**src/rtl/core/jbl_pkg.sv**
```systemverilog
package jbl_pkg;

    typedef enum logic [2:0] {
        MODE_IDLE    = 3'd0,
        MODE_STRING  = 3'd1,
        MODE_NUMBER  = 3'd2,
        MODE_LITERAL = 3'd3,
        MODE_ERROR   = 3'd4
    } mode_t;

    typedef enum logic [3:0] {
        KIND_LBRACE   = 4'd0,
        KIND_RBRACE   = 4'd1,
        KIND_LBRACKET = 4'd2,
        KIND_RBRACKET = 4'd3,
        KIND_COMMA    = 4'd4,
        KIND_COLON    = 4'd5,
        KIND_STRING   = 4'd6,
        KIND_NUMBER   = 4'd7,
        KIND_NULL     = 4'd8,
        KIND_BOOL     = 4'd9,
        KIND_ERROR    = 4'd10
    } kind_t;

    typedef enum logic [1:0] {
        ERR_NONE  = 2'd0,
        ERR_START = 2'd1,
        ERR_CHAR  = 2'd2,
        ERR_END   = 2'd3
    } err_t;

    typedef enum logic [1:0] {
        LIT_NULL  = 2'd0,
        LIT_TRUE  = 2'd1,
        LIT_FALSE = 2'd2
    } lit_t;

    localparam logic [7:0] CH_LBRACE   = 8'h7B;
    localparam logic [7:0] CH_RBRACE   = 8'h7D;
    localparam logic [7:0] CH_LBRACKET = 8'h5B;
    localparam logic [7:0] CH_RBRACKET = 8'h5D;
    localparam logic [7:0] CH_COMMA    = 8'h2C;
    localparam logic [7:0] CH_COLON    = 8'h3A;
    localparam logic [7:0] CH_MINUS    = 8'h2D;
    localparam logic [7:0] CH_DOT      = 8'h2E;
    localparam logic [7:0] CH_N        = 8'h6E;
    localparam logic [7:0] CH_T        = 8'h74;
    localparam logic [7:0] CH_F        = 8'h66;
    localparam logic [7:0] CH_SPACE    = 8'h20;
    localparam logic [7:0] CH_NEWLINE  = 8'h0A;
    localparam logic [7:0] CH_QUOTE    = 8'h22;
    localparam logic [7:0] CH_ZERO     = 8'h30;
    localparam logic [7:0] CH_NINE     = 8'h39;

    typedef struct packed {
        kind_t      kind;
        logic [7:0] value;
        logic       has;
        logic       last;
        err_t       err;
    } result_t;

    typedef struct packed {
        logic [1:0] count;
        result_t    first;
        result_t    second;
    } step_t;

    typedef struct packed {
        logic    emit;
        result_t res;
        mode_t   mode;
        logic    lit_load;
        lit_t    sel;
    } start_t;

    function automatic result_t make_result(kind_t kind, logic [7:0] value, logic has,
                                            logic last, err_t err);
        result_t r;
        r.kind  = kind;
        r.value = has ? value : 8'd0;
        r.has   = has;
        r.last  = last;
        r.err   = err;
        return r;
    endfunction

    function automatic logic [2:0] lit_len(lit_t sel);
        return (sel == LIT_FALSE) ? 3'd5 : 3'd4;
    endfunction

    function automatic kind_t lit_kind(lit_t sel);
        kind_t k;
        case (sel)
            LIT_TRUE, LIT_FALSE: k = KIND_BOOL;
            default:             k = KIND_NULL;
        endcase
        return k;
    endfunction

    function automatic logic [7:0] lit_char(lit_t sel, logic [2:0] pos);
        logic [7:0] ch;
        ch = 8'h00;
        case (sel)
            LIT_TRUE:
                case (pos)
                    3'd0:    ch = "t";
                    3'd1:    ch = "r";
                    3'd2:    ch = "u";
                    3'd3:    ch = "e";
                    default: ch = 8'h00;
                endcase
            LIT_FALSE:
                case (pos)
                    3'd0:    ch = "f";
                    3'd1:    ch = "a";
                    3'd2:    ch = "l";
                    3'd3:    ch = "s";
                    3'd4:    ch = "e";
                    default: ch = 8'h00;
                endcase
            default:
                case (pos)
                    3'd0:    ch = "n";
                    3'd1:    ch = "u";
                    3'd2:    ch = "l";
                    3'd3:    ch = "l";
                    default: ch = 8'h00;
                endcase
        endcase
        return ch;
    endfunction

    function automatic logic is_number_char(logic [7:0] c);
        return (c == CH_MINUS) || (c == CH_DOT) || ((c >= CH_ZERO) && (c <= CH_NINE));
    endfunction

    // Decode a byte seen between tokens.
    function automatic start_t start_token(logic [7:0] c);
        start_t s;
        s.emit     = 1'b0;
        s.res      = make_result(KIND_ERROR, 8'd0, 1'b0, 1'b0, ERR_NONE);
        s.mode     = MODE_IDLE;
        s.lit_load = 1'b0;
        s.sel      = LIT_NULL;
        case (c) inside
            CH_SPACE, CH_NEWLINE: ;
            CH_LBRACE: begin
                s.emit = 1'b1;
                s.res  = make_result(KIND_LBRACE, 8'd0, 1'b0, 1'b1, ERR_NONE);
            end
            CH_RBRACE: begin
                s.emit = 1'b1;
                s.res  = make_result(KIND_RBRACE, 8'd0, 1'b0, 1'b1, ERR_NONE);
            end
            CH_LBRACKET: begin
                s.emit = 1'b1;
                s.res  = make_result(KIND_LBRACKET, 8'd0, 1'b0, 1'b1, ERR_NONE);
            end
            CH_RBRACKET: begin
                s.emit = 1'b1;
                s.res  = make_result(KIND_RBRACKET, 8'd0, 1'b0, 1'b1, ERR_NONE);
            end
            CH_COMMA: begin
                s.emit = 1'b1;
                s.res  = make_result(KIND_COMMA, 8'd0, 1'b0, 1'b1, ERR_NONE);
            end
            CH_COLON: begin
                s.emit = 1'b1;
                s.res  = make_result(KIND_COLON, 8'd0, 1'b0, 1'b1, ERR_NONE);
            end
            CH_QUOTE: begin
                s.mode = MODE_STRING;
            end
            CH_N, CH_T, CH_F: begin
                s.sel      = (c == CH_N) ? LIT_NULL : ((c == CH_T) ? LIT_TRUE : LIT_FALSE);
                s.lit_load = 1'b1;
                s.mode     = MODE_LITERAL;
                s.emit     = 1'b1;
                s.res      = make_result(lit_kind(s.sel), c, 1'b1, 1'b0, ERR_NONE);
            end
            CH_MINUS, [CH_ZERO:CH_NINE]: begin
                s.mode = MODE_NUMBER;
                s.emit = 1'b1;
                s.res  = make_result(KIND_NUMBER, c, 1'b1, 1'b0, ERR_NONE);
            end
            default: begin
                s.mode = MODE_ERROR;
                s.emit = 1'b1;
                s.res  = make_result(KIND_ERROR, 8'd0, 1'b0, 1'b1, ERR_START);
            end
        endcase
        return s;
    endfunction

endpackage

```
**src/rtl/core/jbl_lexer.sv**
```systemverilog
module jbl_lexer (
    input  logic           clk,
    input  logic           rst_n,
    input  logic           advance,
    input  logic [7:0]     char_byte,
    input  logic           end_of_input,
    output jbl_pkg::step_t step
);
    import jbl_pkg::*;

    mode_t      mode_reg, mode_next;
    lit_t       sel_reg, sel_next;
    logic [2:0] pos_reg, pos_next;

    start_t     st;
    logic [2:0] pos_inc;
    logic       mismatch;
    logic       lit_done;
    logic       num_more;

    assign st       = start_token(char_byte);
    assign pos_inc  = pos_reg + 3'd1;
    assign mismatch = (pos_reg >= lit_len(sel_reg)) || (char_byte != lit_char(sel_reg, pos_reg));
    assign lit_done = (pos_inc >= lit_len(sel_reg));
    assign num_more = !end_of_input && is_number_char(char_byte);

    always_comb
    begin
        mode_next = mode_reg;
        sel_next  = sel_reg;
        pos_next  = pos_reg;
        unique case (mode_reg)
            MODE_IDLE: begin
                if (!end_of_input)
                begin
                    mode_next = st.mode;
                    if (st.lit_load)
                    begin
                        sel_next = st.sel;
                        pos_next = 3'd1;
                    end
                end
            end
            MODE_STRING: begin
                if (end_of_input)
                    mode_next = MODE_ERROR;
                else if (char_byte == CH_QUOTE)
                    mode_next = MODE_IDLE;
            end
            MODE_NUMBER: begin
                if (!num_more)
                begin
                    // close the number, then treat the byte as a fresh token start
                    mode_next = MODE_IDLE;
                    if (!end_of_input)
                    begin
                        mode_next = st.mode;
                        if (st.lit_load)
                        begin
                            sel_next = st.sel;
                            pos_next = 3'd1;
                        end
                    end
                end
            end
            MODE_LITERAL: begin
                if (end_of_input || mismatch)
                    mode_next = MODE_ERROR;
                else if (lit_done)
                begin
                    mode_next = MODE_IDLE;
                    pos_next  = 3'd0;
                end
                else
                    pos_next = pos_inc;
            end
            default: ;
        endcase
    end

    always_comb
    begin
        step.count  = 2'd0;
        step.first  = make_result(KIND_ERROR, 8'd0, 1'b0, 1'b0, ERR_NONE);
        step.second = make_result(KIND_ERROR, 8'd0, 1'b0, 1'b0, ERR_NONE);
        unique case (mode_reg)
            MODE_IDLE: begin
                if (!end_of_input && st.emit)
                begin
                    step.count = 2'd1;
                    step.first = st.res;
                end
            end
            MODE_STRING: begin
                step.count = 2'd1;
                if (end_of_input)
                    step.first = make_result(KIND_ERROR, 8'd0, 1'b0, 1'b1, ERR_END);
                else if (char_byte == CH_QUOTE)
                    step.first = make_result(KIND_STRING, 8'd0, 1'b0, 1'b1, ERR_NONE);
                else
                    step.first = make_result(KIND_STRING, char_byte, 1'b1, 1'b0, ERR_NONE);
            end
            MODE_NUMBER: begin
                if (num_more)
                begin
                    step.count = 2'd1;
                    step.first = make_result(KIND_NUMBER, char_byte, 1'b1, 1'b0, ERR_NONE);
                end
                else
                begin
                    step.first  = make_result(KIND_NUMBER, 8'd0, 1'b0, 1'b1, ERR_NONE);
                    step.second = st.res;
                    step.count  = 2'd1 + {1'b0, (!end_of_input && st.emit)};
                end
            end
            MODE_LITERAL: begin
                step.count = 2'd1;
                if (end_of_input)
                    step.first = make_result(KIND_ERROR, 8'd0, 1'b0, 1'b1, ERR_END);
                else if (mismatch)
                    step.first = make_result(KIND_ERROR, 8'd0, 1'b0, 1'b1, ERR_CHAR);
                else
                    step.first = make_result(lit_kind(sel_reg), char_byte, 1'b1, lit_done,
                                             ERR_NONE);
            end
            default: ;
        endcase
    end

    always_ff @(posedge clk or negedge rst_n)
    begin
        if (!rst_n)
        begin
            mode_reg <= MODE_IDLE;
            sel_reg  <= LIT_NULL;
            pos_reg  <= 3'd0;
        end
        else if (advance)
        begin
            mode_reg <= mode_next;
            sel_reg  <= sel_next;
            pos_reg  <= pos_next;
        end
    end

endmodule

```
**src/rtl/core/jbl_obuf.sv**
```systemverilog
module jbl_obuf (
    input  logic             clk,
    input  logic             rst_n,
    input  logic             item_valid,
    input  jbl_pkg::step_t   step,
    output logic             take,
    output logic             token_valid,
    input  logic             token_stall,
    output jbl_pkg::result_t head
);
    import jbl_pkg::*;

    result_t    slot0_reg, slot0_next;
    result_t    slot1_reg, slot1_next;
    logic [1:0] cnt_reg, cnt_next;
    logic       pop;

    assign token_valid = (cnt_reg != 2'd0);
    assign head        = slot0_reg;
    assign pop         = token_valid && !token_stall;
    // take a new item only when everything before it has gone or leaves now
    assign take        = item_valid && ((cnt_reg == 2'd0) || ((cnt_reg == 2'd1) && pop));

    always_comb
    begin
        slot0_next = slot0_reg;
        slot1_next = slot1_reg;
        cnt_next   = cnt_reg;
        if (take)
        begin
            slot0_next = step.first;
            slot1_next = step.second;
            cnt_next   = step.count;
        end
        else if (pop)
        begin
            slot0_next = slot1_reg;
            cnt_next   = cnt_reg - 2'd1;
        end
    end

    always_ff @(posedge clk or negedge rst_n)
    begin
        if (!rst_n)
            cnt_reg <= 2'd0;
        else
            cnt_reg <= cnt_next;
    end

    always_ff @(posedge clk)
    begin
        slot0_reg <= slot0_next;
        slot1_reg <= slot1_next;
    end

endmodule

```
**src/rtl/core/json_byte_lexer.sv**
```systemverilog
// channel | handshake                  | payload
// --------+----------------------------+------------------------------------------------
// byte    | byte_valid / byte_stall    | char_byte, end_of_input
// token   | token_valid / token_stall  | token_kind, value_byte, has_byte, token_end,
//         |                            | error_code
//
// One byte request per cycle while the result buffer has room. A byte passes the input
// register, then its first token is offered from the result buffer. A byte that closes a
// number and starts another token fills both slots; the next byte waits for the second to go.
// Reset puts the lexer between tokens and empties the input and result registers.
// token_stall reaches byte_stall in the same cycle through the result buffer's room.
module json_byte_lexer (
    input  logic       clk,
    input  logic       rst_n,
    input  logic       byte_valid,
    output logic       byte_stall,
    input  logic [7:0] char_byte,
    input  logic       end_of_input,
    output logic       token_valid,
    input  logic       token_stall,
    output logic [3:0] token_kind,
    output logic [7:0] value_byte,
    output logic       has_byte,
    output logic       token_end,
    output logic [1:0] error_code
);
    import jbl_pkg::*;

    logic       in_vld_reg, in_vld_next;
    logic [7:0] char_reg;
    logic       eoi_reg;
    logic       take;
    logic       accept;
    step_t      step;
    result_t    head;

    assign byte_stall = in_vld_reg && !take;
    assign accept     = byte_valid && !byte_stall;

    always_comb
    begin
        in_vld_next = in_vld_reg;
        if (accept)
            in_vld_next = 1'b1;
        else if (take)
            in_vld_next = 1'b0;
    end

    always_ff @(posedge clk or negedge rst_n)
    begin
        if (!rst_n)
            in_vld_reg <= 1'b0;
        else
            in_vld_reg <= in_vld_next;
    end

    always_ff @(posedge clk)
    begin
        if (accept)
        begin
            char_reg <= char_byte;
            eoi_reg  <= end_of_input;
        end
    end

    jbl_lexer u_lexer (
        .clk          (clk),
        .rst_n        (rst_n),
        .advance      (take),
        .char_byte    (char_reg),
        .end_of_input (eoi_reg),
        .step         (step)
    );

    jbl_obuf u_obuf (
        .clk         (clk),
        .rst_n       (rst_n),
        .item_valid  (in_vld_reg),
        .step        (step),
        .take        (take),
        .token_valid (token_valid),
        .token_stall (token_stall),
        .head        (head)
    );

    assign token_kind = head.kind;
    assign value_byte = head.value;
    assign has_byte   = head.has;
    assign token_end  = head.last;
    assign error_code = head.err;

endmodule

```
**config.mk**
```make
export PLATFORM = sky130hd
export DESIGN_NAME = json_byte_lexer
export DESIGN_NICKNAME = d
export VERILOG_FILES = /design/src/rtl/core/jbl_pkg.sv /design/src/rtl/core/jbl_lexer.sv /design/src/rtl/core/jbl_obuf.sv /design/src/rtl/core/json_byte_lexer.sv
export SDC_FILE = /design/constraint.sdc
export NUM_CORES = 1
export LEC_CHECK = 0
export ABC_CLOCK_PERIOD_IN_PS = 4400
export BUFFER_PORTS_ARGS = -buffer_cell sky130_fd_sc_hd__buf_2
export CAP_MARGIN = 25
export CORE_UTILIZATION = 64
export DETAILED_ROUTE_END_ITERATION = 7
export PLACE_DENSITY = 0.95
export SLEW_MARGIN = 10
export SYNTH_ARGS = -nofsm -noshare
export SYNTH_HDL_FRONTEND = slang
export SYNTH_SLANG_ARGS = --single-unit
```
**constraint.sdc**
```tcl
create_clock -name clk -period 4.4 [get_ports clk]
set_clock_uncertainty 0.15 [all_clocks]
set_input_delay 0.66 -clock clk [delete_from_list [all_inputs] [get_ports clk]]
set_output_delay 0.66 -clock clk [all_outputs]
set_load 0.03 [all_outputs]
```
=== Word level (Yosys, flattened, before mapping) ===
Cells that the tools add are included.

* Flip-flop bits (word level): 52
* Input bits: 13
* Output and inout port bits: 18
* Word-level logic and storage cells: 162

* Add/sub/neg operators: 3
* Magnitude comparators: 4
* Equality and inequality tests: 32
* Multiplexer cells: 69
* Bitwise gates (word level): 1
* Reduce and logical (&&, ||, !) cells: 36

{| class="wikitable"
|+ Operators by type and width
! operator !! number
|-
| two-way mux 17 bit || 10
|-
| two-way mux 16 bit || 6
|-
| two-way mux 3 bit || 31
|-
| one-hot mux 18 bit (4 select lines) || 1
|-
| == test 8 x 7 -> 1 bit (second input constant) || 7
|-
| == test 8 x 6 -> 1 bit (second input constant) || 6
|-
| one-hot mux 7 bit (5 select lines) || 1
|-
| one-hot mux 7 bit (4 select lines) || 1
|-
| one-hot mux 7 bit (3 select lines) || 1
|-
| two-way mux 18 bit || 1
|-
| one-hot mux 8 bit (2 select lines) || 1
|-
| two-way mux 2 bit || 7
|-
| == test 3 x 2 -> 1 bit (second input constant) || 4
|-
| two-way mux 12 bit || 1
|-
| one-hot mux 3 bit (4 select lines) || 1
|-
| OR reduction 2 bit || 6
|-
| one-hot mux 3 bit (3 select lines) || 1
|-
| == test 8 x 4 -> 1 bit (second input constant) || 1
|-
| greater-or-equal comparator 8 x 6 -> 1 bit (second input constant) || 1
|-
| less-or-equal comparator 8 x 6 -> 1 bit (second input constant) || 1
|-
| logical AND 1 bit || 8
|-
| inequality test 8 bit || 1
|-
| nonzero test 2 bit || 4
|-
| == test 2 x 1 -> 1 bit (second input constant) || 3
|-
| other kinds (23) || 40
|}

=== Depth between registers and ports, before layout ===
Gate-level depths: netlist of run 1.

* Depth in word-level cells: 20
* Depth in mapped cells: 11
* Gate-level depth less buffers: 9

=== Hierarchy ===
From an unflattened synthesis of run 1, not the netlist that was laid out.

* Cells, all modules: 342
* Area total of the unflattened synthesis: 3458.3 µm²

{| class="wikitable"
|+ Modules (own cells, without submodules)
! module !! times used !! cells an instance !! area each (µm²) !! seq. area each (µm²)
|-
| jbl_lexer || 1 || 263 || 1762.9 || 200.2
|-
| jbl_obuf || 1 || 65 || 1367.6 || 1011.0
|-
| json_byte_lexer || 1 || 14 || 327.8 || 295.3
|}

=== Least setup slack after synthesis of run 1 ===
OpenSTA, ideal clock, no wires.

* Kind: reg-to-reg
* Start point: register u_lexer.pos_reg[0]
* End point: register u_obuf.slot0_reg (netlist bit u_obuf.head[11]) (data pin)
* Setup time: 0.257 ns
* Arrival: 2.317 ns
* Data required time: 3.993 ns
* Setup slack: 1.677 ns
* Cell stages (with the launch flop): 11
* Buffers on the path: 1
* Period minus slack after synthesis: 2.723 ns
* Cell sequence: dfrtp_1 inv_1 ha_1 or2_1 o311ai_1 o2bb2ai_1 a311o_1 nand4_1 buf_2 o21ai_1 a32o_1

{| class="wikitable"
|+ RTL lines
! element !! line !! RTL
|-
| start: declaration || jbl_lexer.sv:13 || <nowiki>logic [2:0] pos_reg, pos_next;</nowiki>
|-
| start signal: assignment || jbl_lexer.sv:142 || <nowiki>pos_reg <= pos_next;</nowiki>
|-
| end signal: assignment || jbl_obuf.sv:52 || <nowiki>slot0_reg <= slot0_next;</nowiki>
|-
| end: declaration || jbl_obuf.sv:13 || <nowiki>result_t slot0_reg, slot0_next;</nowiki>
|}

=== Worst setup path in the final report of run 1 ===
* Start point: register u_lexer.sel_reg[0]
* End point: register u_lexer.mode_reg[0]

* Cells in the longest elaborated chain, start to end: 7
* Elaborated cells between the ends (all ways): 13
* Those cells by class: 2 x order compare; 4 x eq/ne; 4 x mux; 3 x reduce/logical

{| class="wikitable"
|+ Ends and longest elaborated chain
! element !! line !! RTL
|-
| start: declaration || jbl_lexer.sv:12 || <nowiki>lit_t sel_reg, sel_next;</nowiki>
|-
| start signal: assignment || jbl_lexer.sv:141 || <nowiki>sel_reg <= sel_next;</nowiki>
|-
| == test 2 bit or == test 2 x 1 -> 1 bit (tied branches) || jbl_pkg.sv:89, jbl_pkg.sv:104 ||
|-
| two-way mux 1 bit or one-hot mux 8 bit (2 select lines) (tied branches) || jbl_pkg.sv:89, jbl_pkg.sv:104 ||
|-
| greater-or-equal comparator 3 bit or inequality test 8 bit (tied branches) || jbl_lexer.sv:23 || <nowiki>assign mismatch = (pos_reg >= lit_len(sel_reg)) || (char_byte != lit_char(sel_reg, pos_reg));</nowiki>
|-
| logical OR 1 bit || jbl_lexer.sv:23 ||
|-
| logical OR 1 bit || jbl_lexer.sv:67 || <nowiki>if (end_of_input || mismatch)</nowiki>
|-
| inequality test 3 x 1 -> 1 bit (no source line) or two-way mux 3 bit (tied branches) || - ||
|-
| AND reduction 6 bit (no source line) or one-hot mux 3 bit (4 select lines) (tied branches) || - ||
|-
| end signal: assignment || jbl_lexer.sv:140 || <nowiki>mode_reg <= mode_next;</nowiki>
|-
| end: declaration || jbl_lexer.sv:11 || <nowiki>mode_t mode_reg, mode_next;</nowiki>
|}

Parallel ways exist; a longest one is shown, timed or not.
A chain may end at the register's enable or synchronous reset.

==> results_dict.tcl, run 1 <==
set metrics [dict create \
    yosys_register_bits 51 \
    path_max_fanout 13 \
    synth_common_cells "edfxtp_1 (40), nand2_1 (33), nor2_1 (27), inv_1 (15), o21ai_0 (13)" \
    clockRootBuffer "clkbuf_8" \
    finalNetCount 363 \
    yosysWarnings 0 \
    cts_sinks 51 \
    num-fill-cells 336 \
    vias_per_cell 6.396 \
    cts_tree "done" \
    antenna_found_initial 0 \
    largest_register_ffs 16 \
    synth_top_area_frac 0.3822 \
    core-area_sq_mm 0.004723 \
    grt_pass1_wl_um 11430 \
    vias 2603 \
    async_flop_share 0.2157 \
    worst-path-buf-inv 2 \
    clkLatencyLatePin_ps 310 \
    synth_top_area_cell "edfxtp_1" \
    ioPinCount 31 \
    relSlewSlack 0.4543 \
    ys.flop_type "edfxtp_1" \
    ys_types 66 \
    worstPathCellList "inv_1, ha_1, or3b_1, o211ai_1, xor2_1, nor4_1, nand4_1, buf_4, o31ai_2, mux2_4" \
    slowest_stage "ha_1" \
    port_buffers 30 \
    cpLargestDelayFamily "simple AND/OR/NAND/NOR gates" \
    r2r_end "u_lexer.mode_reg[0]" \
    num_rows 25 \
    drive_gt1_frac 0.1559 \
    crit_type "flop to flop" \
    max-vdd-ir-drop_v 0.0003119 \
    crit_path_max_incr_delay_ps 450 \
    drv_slew 0 \
    worst_hold_path_type "input port to async pin" \
    h-tree-depth 2 \
    dp_hpwl_um 4971 \
    cts_buffers 5 \
    min_period_ps 3222 \
    syn_nets 342 \
    hold_violations 0 \
    reg2reg_from "u_lexer.sel_reg[0]" \
    routed_wl_um 7031 \
    area_growth_pct 8.121 \
    tns_ps 0 \
    fin_cells 407 \
    synthCells 318 \
    start_util 0.6654 \
    grt_overflow_total 0 \
    arrival_ps 3270 \
    dpl.cell_count 399 \
    worst-r2r-cell-count 10 \
    synth-edff-count 40 \
    first_pass_iters 7 \
    cp.required_ps 4450 \
    reg2reg_slack_ps 1180 \
    die_h_um 72.08 \
    grt_pass1_vias 2339 \
    netlist_area_sq_mm 0.003143 \
    power-per-cell-area_mw_per_mm2 513.8 \
    yosysSeqAreaShare 0.4697 \
    maxCapViolations 0 \
    violations "design-rule violations" \
    drtIter0Drc 323 \
    finalWorstSetupSlack_ps 1178 \
    endpoint_kind "flop" \
    status "complete, but fails checks" \
    cts_buffer_depth 2 \
    rsz0062_at_grt "no" \
    dp_slack_ps 1251 \
    dieArea_sq_mm 0.005196 \
    startpoint_type "flop" \
    yosys-top-cells-area "edfxtp_1 (38%), dfrtp_1 (8.8%), ha_1 (4.4%)" \
    fp.dieW_um 72.08 \
    grt_max_degree 22 \
    p_leak_nw 1.254 \
    routedWlPerCell_um 17.28 \
    post_cts_buffers 0 \
    worst_slew_pin_slew_ps 817.7 \
    cp-startpoint "u_lexer.sel_reg[0]" \
    finalSetupViolCount 0 \
    path_clk_slew_ps 100 \
    place.gp.congestion 0.9573 \
    grt_use_total 0.2900 \
    power_mw 1.746 \
    n_antenna_cell 0 \
    period_share 0.7322 \
    cts_resized 0 \
    cts_hold_buf 0 \
    utilization 0.7195 \
    avgSynthCellArea_sq_um 9.884 \
    yosysMostFrequentCell "edfxtp_1" \
    drc 2 \
    detail-route-antenna-nets 0 \
    max_freq_mhz 310.4 \
]
[cells by family (layout without fill, tap and decap cells)]
family / after synthesis / count (layout) / share of synthesized area
DFF: 51 / 51 / 0.4697
other: 1 / 1 / 0.001193
AOI/OAI and AO/OA: 77 / 77 / 0.1752
adders and majority gates: 11 / 11 / 0.04379
xor gates and xnor gates: 7 / 7 / 0.01951
and+or+nand+nor: 132 / 132 / 0.2257
buffers and inverters: 34 / 56 / 0.04538
muxes: 5 / 5 / 0.01951
[layer usage]
metal  global-route usage  vias to the layer above  routed length, um
li1                     -                     1209                  -
met1               0.4037                     1227               2930
met2               0.4725                      151               3409
met3              0.04861                       16                602
met4              0.08061                        0                 89
met5                    0                        -                  0
[per-stage QoR]
stage               hold slack, ps  cell area (sq um)
detailed placement           377.2               3309
global route                 89.54               3398
global placement             350.5               3309
finish                       76.31               3398
CTS                          93.87               3398
floorplan                    214.4               3143
[worst register-to-register path, delay by kind of cell (launching register included)]
kind                     cells  cell delay [ps]
AO/OA/AOI/OAI                2              620
XOR/XNOR                     1               90
buffers and inverters        2              270
adder cells (fa/ha/maj)      1              450
flip-flops                   1              360
multiplexers                 1              340
AND/OR/NAND/NOR              3              850
[cells in the final DEF (no fill, tap or decap), types with 3 or more instances in the layout]
cell type and n:
a21oi_1 11, a22oi_1 3, a31oi_1 3, a32o_1 5, and2_1 7, and3_1 3
buf_2 30, clkbuf_8 5, dfrtp_1 11, edfxtp_1 40, ha_1 11, inv_1 15
nand2_1 33, nand2b_1 9, nand3_1 7, nand3b_1 6, nand4bb_1 3, nor2_1 27
nor2b_1 8, nor3_1 9, nor4_1 6, o211ai_1 3, o21ai_0 12, o21ai_1 12
o311ai_1 3, or3_1 3, xnor2_1 4, xor2_1 3
[power breakdown]
| group | total, mW | internal, mW | switching [mW] |
|---|---|---|---|
| registers | 0.840 | 0.746 | 0.0943 |
| logic | 0.636 | 0.193 | 0.444 |
| clock network | 0.270 | 0.111 | 0.159 |
| total | 1.75 | 1.05 | 0.697 |
[layout make-up]
class                      count  area, sq um  share of cell area
multi-input combinational    233         1524              0.4485
tap                           67        83.83             0.02467
sequential                    51         1476              0.4345
clock inverter                 3        20.02            0.005891
clock buffer                   5        68.82             0.02025
inverter                      16        60.06             0.01767
timing repair buffer          32        165.2             0.04860
[worst max path at each step]
stage | end | slack [ps] | depth (start not counted)
detailed placement | u_lexer.mode_reg[0] | 1250 | 10
global placement | u_lexer.mode_reg[0] | 1400 | 10
finish | u_lexer.mode_reg[0] | 1180 | 10
floorplan | u_obuf.head[11] | 1680 | 10
CTS | u_lexer.mode_reg[0] | 1240 | 10
global route | u_lexer.mode_reg[0] | 980 | 10
Note: power is estimated with default switching activity, not from simulation.
==> inputs of run 2 (changes only) <==
--- a/config.mk
+++ b/config.mk
@@ -5,12 +5,12 @@
 export SDC_FILE = /design/constraint.sdc
 export NUM_CORES = 1
 export LEC_CHECK = 0
-export ABC_CLOCK_PERIOD_IN_PS = 4400
+export ABC_CLOCK_PERIOD_IN_PS = 3400
 export BUFFER_PORTS_ARGS = -buffer_cell sky130_fd_sc_hd__buf_2
 export CAP_MARGIN = 25
-export CORE_UTILIZATION = 64
+export CORE_UTILIZATION = 59
 export DETAILED_ROUTE_END_ITERATION = 7
-export PLACE_DENSITY = 0.95
+export PLACE_DENSITY = 0.9
 export SLEW_MARGIN = 10
 export SYNTH_ARGS = -nofsm -noshare
 export SYNTH_HDL_FRONTEND = slang
==> constraint.sdc (replaced) <==
create_clock -name clk -period 3.4 [get_ports clk]
set_clock_uncertainty 0.15 [all_clocks]
set_input_delay 0.51 -clock clk [delete_from_list [all_inputs] [get_ports clk]]
set_output_delay 0.51 -clock clk [all_outputs]
set_load 0.03 [all_outputs]
==> results_dict.tcl, run 2 (synthesis results as in run 1) <==
set metrics [dict create \
    status "finished clean" \
    p_leak_nw 1.298 \
    cts_sinks 51 \
    grt_pass1_vias 2539 \
    power_mw 2.277 \
    min_period_ps 3191 \
    met1_usage 0.3712 \
    tns_ps 0 \
    reg2reg_from "u_lexer.sel_reg[0]" \
    max_freq_mhz 313.4 \
    drv_slew 0 \
    worstPathCellList "inv_1, ha_1, or3b_1, o211ai_1, xor2_1, nor4_1, nand4_1, buf_4, buf_4, o211a_2, o31ai_1" \
    fin_cells 419 \
    period_share 0.9385 \
    grt_overflow_total 0 \
    vias 2680 \
    worst_hold_path_type "input port to flop" \
    clockRootBuffer "clkbuf_8" \
    grt_max_degree 21 \
    core-area_sq_mm 0.005107 \
    finalNetCount 372 \
    p_clk_frac 0.153 \
    die_h_um 74.99 \
    worst-r2r-cell-count 11 \
    crit_path_max_incr_delay_ps 450 \
    first_pass_iters 5 \
    dp_hpwl_um 5223 \
    cp_common_cell "buf_4" \
    startpoint_type "flop" \
    rsz0062_at_grt "no" \
    utilization 0.6815 \
    cp.required_ps 3390 \
    worst-path-buf-inv 3 \
    max-vdd-ir-drop_v 0.0004655 \
    dieArea_sq_mm 0.005623 \
    fin_area_sq_mm 0.003481 \
    area_growth_pct 10.75 \
    hold_depth 1 \
    dpl.cell_count 408 \
    drc 0 \
    n_antenna_cell 0 \
    start_util 0.6154 \
    finalWorstSetupSlack_ps 209.2 \
    grt_use_total 0.2877 \
    num_rows 26 \
    crit_type "flop to flop" \
    switchingPower_uw 908.6 \
    arrival_ps 3180 \
    h-tree-depth 2 \
    min_from "char_byte[0]" \
    cts_buffers 5 \
    cts_tree "done" \
    min_to "char_reg[0]" \
    swShare 0.3989 \
    detail-route-antenna-nets 0 \
    cts_buffer_depth 2 \
    cpLargestDelayFamily "simple AND/OR/NAND/NOR gates" \
    reg2reg_slack_ps 210 \
    slowest_stage "ha_1" \
    dp_slack_ps 53.05 \
    mostFrequentLayoutCells "edfxtp_1 (40), nand2_1 (33), buf_2 (30)" \
    place.gp.congestion 1.014 \
    worst_slew_pin_slew_ps 741.1 \
    routed_wl_um 7291 \
    hold_violations 0 \
    worst_hold_slack_ps 223.2 \
    grt_pass1_wl_um 11960 \
    power_frac_comb 0.375 \
    largest_register_ffs 16 \
    relSlewSlack 0.5041 \
    internal_power_mw 1.369 \
    grt_busiest_layer "met2" \
    drtIter0Drc 334 \
    fp.dieW_um 74.99 \
    use_met3 0.04819 \
    antenna_found_initial 0 \
    vias_per_cell 6.396 \
    maxCapViolations 0 \
    power-per-cell-area_mw_per_mm2 654.3 \
    ioPinCount 31 \
    endpoint_kind "flop" \
    path_clk_slew_ps 90 \
    seqPwrFrac 0.472 \
    clkLatencyLatePin_ps 310 \
    layout_commonest_cell "edfxtp_1" \
    drive_gt1_frac 0.1719 \
    grtUsageMet2 0.4765 \
    finalSetupViolCount 0 \
    r2r_end "u_obuf.head[4]" \
    dpl_cell_area_sq_mm 0.003358 \
    port_buffers 30 \
    routedWlPerCell_um 17.40 \
    path_max_fanout 13 \
]
run 2: cell count changes in the layout (fill, tap and decap cells not counted):
cell           previous run  this run
buf_4                     2        10
dlygate4sd3_1             0         1
o31ai_2                   1         0
clkinv_2                  1         0
clkinv_4                  0         1
clkinv_1                  1         2
clkinvlp_4                2         1
o31ai_4                   0         1
run 2: worst max path at each step:
| stage | slack, ps | endpoint | cells after the start | startpoint |
|---|---|---|---|---|
| 2_1_floorplan | 680 | u_obuf.head[11] | 10 | u_lexer.pos_reg[0] |
| 3_3_place_gp | 350 | u_lexer.mode_reg[1] | 9 | u_lexer.sel_reg[0] |
| 3_5_place_dp | 50 | u_lexer.mode_reg[1] | 9 | u_lexer.sel_reg[0] |
| 4_1_cts | 10 | u_lexer.mode_reg[0] | 9 | u_lexer.sel_reg[0] |
| 5_1_grt | 100 | u_obuf.head[4] | 11 | u_lexer.sel_reg[0] |
| 6_report | 210 | u_obuf.head[4] | 11 | u_lexer.sel_reg[0] |
run 2: what timing repair did:
| item | CTS | global route |
|---|---|---|
| setup endpoints to repair | 0 | 13 |
| endpoints found under the hold margin | 11 | 0 |
| hold buffers | 1 | 0 |
| setup buffers | 0 | 2 |
| resized for setup | 0 | 1 |
run 2: layer usage:
metal  up-vias  routed length (um)  part of all wire
li1       1231                   -                 -
met1      1253                2918              0.40
met2       173                3572              0.49
met3        23                 612             0.084
met4         0                 188             0.026
met5         -                   0                 0
run 2: power by group through the flow:
stage	Clock, mW	Sequential (mW)	Combinational (mW)
finish	0.349	1.08	0.853
global route	0.373	1.11	0.939
CTS	0.355	1.07	0.850
detailed placement	0	1.09	0.847
global placement	0	1.08	0.822
floorplan	0	1.22	0.471
run 2: layout make-up:
| cell class | count | area [sq um] |
|---|---|---|
| tap | 70 | 87.58 |
| clock inverter | 3 | 20.02 |
| multi-input combinational | 233 | 1533 |
| sequential | 51 | 1476 |
| fill | 409 | 1627 |
| inverter | 16 | 60.06 |
| timing repair buffer | 41 | 235.2 |
| clock buffer | 5 | 68.82 |
run 2: worst reg2reg max path: cells and delay by family (launching register included):
kind | cells | cell delay, ps
and+or+nand+nor | 3 | 850
AOI/OAI and AO/OA | 3 | 700
adders and majority gates | 1 | 450
buffers and inverters | 3 | 410
DFF | 1 | 360
xor gates and xnor gates | 1 | 90
